`config.mk`:
```
export PLATFORM = sky130hd
export DESIGN_NAME = bffa_word_scan
export DESIGN_NICKNAME = d
export VERILOG_FILES = /design/src/hdl/bffa_pkg.sv /design/src/hdl/bffa_word_scan.sv
export SDC_FILE = /design/constraint.sdc
export NUM_CORES = 1
export LEC_CHECK = 0
export ABC_AREA = 1
export ABC_CLOCK_PERIOD_IN_PS = 6900
export BUFFER_PORTS_ARGS = -buffer_cell sky130_fd_sc_hd__buf_4
export CAP_MARGIN = 0
export CELL_PAD_IN_SITES_DETAIL_PLACEMENT = 1
export CELL_PAD_IN_SITES_GLOBAL_PLACEMENT = 2
export CORE_UTILIZATION = 19
export DETAILED_ROUTE_END_ITERATION = 10
export PLACE_DENSITY_LB_ADDON = 0.1
export SLEW_MARGIN = 20
export SYNTH_ARGS = -nofsm -noshare
export SYNTH_HDL_FRONTEND = slang
export SYNTH_SLANG_ARGS = --single-unit
```
`constraint.sdc`:
```
create_clock -name vclk -period 6.9
set_input_delay 0.69 -clock vclk [all_inputs]
set_output_delay 0.69 -clock vclk [all_outputs]
set_load 0.02 [all_outputs]
```
`src/hdl/bffa_pkg.sv`:
```
// Package for the bitmap first-free allocator.
// Shared widths, status and operation codes, and the word-scan result struct.
// No dependencies.
package bffa_pkg;

  localparam int FIELD_W  = 14;  // entry numbers, pool size, counts
  localparam int STATUS_W = 2;
  localparam int WORD_W   = 64;  // bitmap word
  localparam int BIT_W    = 6;   // bit position within a word
  localparam int IDX_W    = 17;  // zero-based entry index, up to 131072 entries

  localparam logic [STATUS_W-1:0] ST_OK    = 2'd0;
  localparam logic [STATUS_W-1:0] ST_FULL  = 2'd1;
  localparam logic [STATUS_W-1:0] ST_RANGE = 2'd2;

  localparam logic OP_ALLOC = 1'b0;
  localparam logic OP_FREE  = 1'b1;

  // Outcome of examining one bitmap word during an allocate scan
  typedef struct packed {
    logic             found;    // word has a free bit
    logic             in_pool;  // lowest free bit lies below the pool size
    logic             more;     // another word exists that starts inside the pool
    logic [BIT_W-1:0] bit_idx;  // position of the lowest free bit
    logic [IDX_W-1:0] entry;    // zero-based entry index of that bit
  } scan_res_t;

endpackage

```
`src/hdl/bffa_word_scan.sv`:
```
// Word examiner shared by every step of an allocate scan: finds the lowest
// free bit of one bitmap word and checks it against the pool size.
// Depends on bffa_pkg.
module bffa_word_scan #(
  parameter int NUM_WORDS = 128,
  parameter int ADDR_W    = 7
) (
  input  logic [bffa_pkg::WORD_W-1:0]  word_i,
  input  logic [ADDR_W-1:0]            word_idx_i,
  input  logic [bffa_pkg::FIELD_W-1:0] pool_i,
  output bffa_pkg::scan_res_t          res_o
);
  import bffa_pkg::*;

  localparam logic [ADDR_W-1:0] LastWord = ADDR_W'(NUM_WORDS - 1);

  logic [BIT_W-1:0] bit_idx;
  logic             found;
  logic [IDX_W-1:0] entry;
  logic [IDX_W-1:0] next_base;
  logic [IDX_W-1:0] pool_ext;

  // priority encoder, lowest zero wins
  always_comb begin
    bit_idx = '0;
    found   = 1'b0;
    for (int k = WORD_W - 1; k >= 0; k--) begin
      if (!word_i[k]) begin
        bit_idx = BIT_W'(k);
        found   = 1'b1;
      end
    end
  end

  assign pool_ext  = IDX_W'(pool_i);
  assign entry     = {(IDX_W - BIT_W)'(word_idx_i), bit_idx};
  assign next_base = {(IDX_W - BIT_W)'(word_idx_i) + (IDX_W - BIT_W)'(1), {BIT_W{1'b0}}};

  always_comb begin
    res_o.found   = found;
    res_o.in_pool = entry < pool_ext;
    res_o.more    = (word_idx_i != LastWord) && (next_base < pool_ext);
    res_o.bit_idx = bit_idx;
    res_o.entry   = entry;
  end

endmodule

```
==> impl_metrics.csv <==
group,metric,value,unit
worst_hold_path,hp-class,"in -> out",
route,drt-total-wl,4.73,mm
timing,finalCriticalPeriod,5.03,ns
grt,antenna_violations_before_repair,0,
finish,final_area,0.00221,sq mm
route,first_pass_iters,4,
logic_synthesis,ys_seq_area_share,0,%
placement,globalplace.congestion,0.722,
finish,final_nets,458,
grt,grt_overflow,0,
worst_setup_path,crit_arrival,4.34,ns
timing,unrepaired_setup_endpoints_after_global_routing,"false",
route,drt_first_iter_violations,26,
route,ant_nets,0,
placement,detailed_place_hpwl,4.45,mm
route,routed_via_density,4.33,
logic_synthesis,yosys.cell_types.count,24,
timing,final_max_slew_viol_count,0,
finish,seq_area,0,sq um
worst_setup_path,critPathBufInv,2,
pwr,maximum_resistive_drop_on_vdd,0.0137,mV
worst_setup_path,worstPathMaxFanout,3,
finish,final.clkbuf_count,0,
run_status,status,"complete, no violations",
timing,sum_of_negative_setup_slack,0,ns
finish,insertedDiodeCount,0,
pwr,fin_total_pwr,115,uW
route,post-route-drc-count,0,
die,ios,111,
worst_setup_path,crit_path_top_cell_by_count,"nand2_1",
logic_synthesis,cell_count_after_synthesis,258,
die,die_height,88.1,um
die,die_w,88.1,um
worst_setup_path,critical_path_class,"in -> out",
die,row_count,31,
grt,grt_max_degree,7,
die,placeableCoreArea,0.00721,sq mm
timing,final.period_utilization,72.9,%
timing,setup-violations-final,0,
clocking,ctsHoldBuffers,0,
finish,drive_above_1_share,30.9,%
finish,final_cell_mix,"buf_4 (107), nand2_1 (85), inv_1 (32), nand3_1 (27), ha_1 (21)",
pwr,power.leakage,0.00124,uW
timing,fmaxAchievable,199,MHz
worst_setup_path,startpoint_type,"input pin",
finish,flops_and_latches,0,
worst_setup_path,critical_path.endpoint_type,"primary output",
clocking,cts.repair_timing.setup_buffer_count,0,
worst_setup_path,cp_data_required_time,6.21,ns
logic_synthesis,ys_warn_count,0,
route,vias,1946,
die,start_util,19.5,%
worst_setup_path,path_delay_family,"simple AND/OR/NAND/NOR gates",
placement,dpl_cell_area,0.00221,sq mm
logic_synthesis,synth.avg_cell_area,5.46,sq um
finish,layout_commonest_cell,"buf_4",
job,maxCapViolCount,0,
die,floorplan.die_area,0.00776,sq mm
grt,grt_pass1_vias,1901,
grt,global_route.usage.total,12.2,%
placement,buffer_ports.inserted,107,
finish,syn2layout_area_growth,57.0,%
pwr,power_density,52.1,mW/mm^2
worst_setup_path,critical-path-slowest-cell,"buf_4",
clocking,ctsResizeCount,0,
route,post_drt_wl_per_cell,10.5,um
timing,finalHoldViolations,0,
logic_synthesis,post_synth_instance_area,0.00141,sq mm
grt,wire_length_of_the_first_global_routing_pass,7.94,mm
worst_setup_path,critical-path-max-stage-delay,0.15,ns
==> stage by stage <==
stage	instances	utilization [%]	hold WS, ns	setup slack (ns)
final	449	30.7	1.62	1.87
after floorplan	261	-	1.49	2.39
after global placement	449	30.7	1.62	1.86
after detailed placement	449	30.7	1.62	1.77
after global routing	449	30.7	1.63	1.04
after CTS	449	30.7	1.62	1.76
==> logic make-up (layout without fill, tap and decap cells) <==
group	Yosys count	after routing	synth area share, %
adder cells (fa/ha/maj)	21	21	18.6
AO/OA/AOI/OAI	28	28	13.2
AND/OR/NAND/NOR	154	154	47.2
other	1	4	0.266
XOR/XNOR	4	4	2.49
buffers and inverters	50	139	18.1
==> Yosys cell counts <==
cell	instances	area share, %
a211oi_1	3	1.6
a21boi_0	1	0.53
a21o_1	1	0.53
a21oi_1	10	3.6
a21oi_2	1	0.62
a311oi_1	1	0.62
a31oi_1	2	0.89
buf_4	18	9.6
conb_1	1	0.27
ha_1	21	19
inv_1	32	8.5
nand2_1	85	23
nand3_1	27	9.6
nand4_1	18	8.0
nor2_1	19	5.1
nor3_1	3	1.1
nor4_1	2	0.89
o21ai_0	1	0.35
o21bai_1	4	2.1
o221ai_1	1	0.62
o311ai_0	1	0.62
o31ai_1	1	0.53
o41ai_1	1	0.62
xor2_1	4	2.5
==> final cells by class <==
| cell class | instances | area, sq um |
|---|---|---|
| Tap cell | 99 | 124 |
| Fill cell | 982 | 5000 |
| Multi-Input combinational cell | 211 | 1160 |
| Inverter | 32 | 120 |
| Timing Repair Buffer | 107 | 803 |
==> final timing paths <==
check | end | from | depth (start not counted)
worst min-delay path | res_o[11] | word_idx_i[5] | 2
worst max-delay path | res_o[24] | word_i[62] | 71
==> report_power, final <==
part | switching (uW) | internal [uW]
sequential | 0 | 0
clock | 0 | 0
combinational | 56.2 | 59.1
total | 56.2 | 59.1
==> per-layer routing <==
metal	track usage (%)	wire length (um)	vias to the layer above
met2	23.1	2310	56
met3	0.471	234	0
met5	0	0	-
met1	16.2	2200	854
met4	0	0	0
li1	-	-	1036
Note: power is estimated with default switching activity, not from simulation.
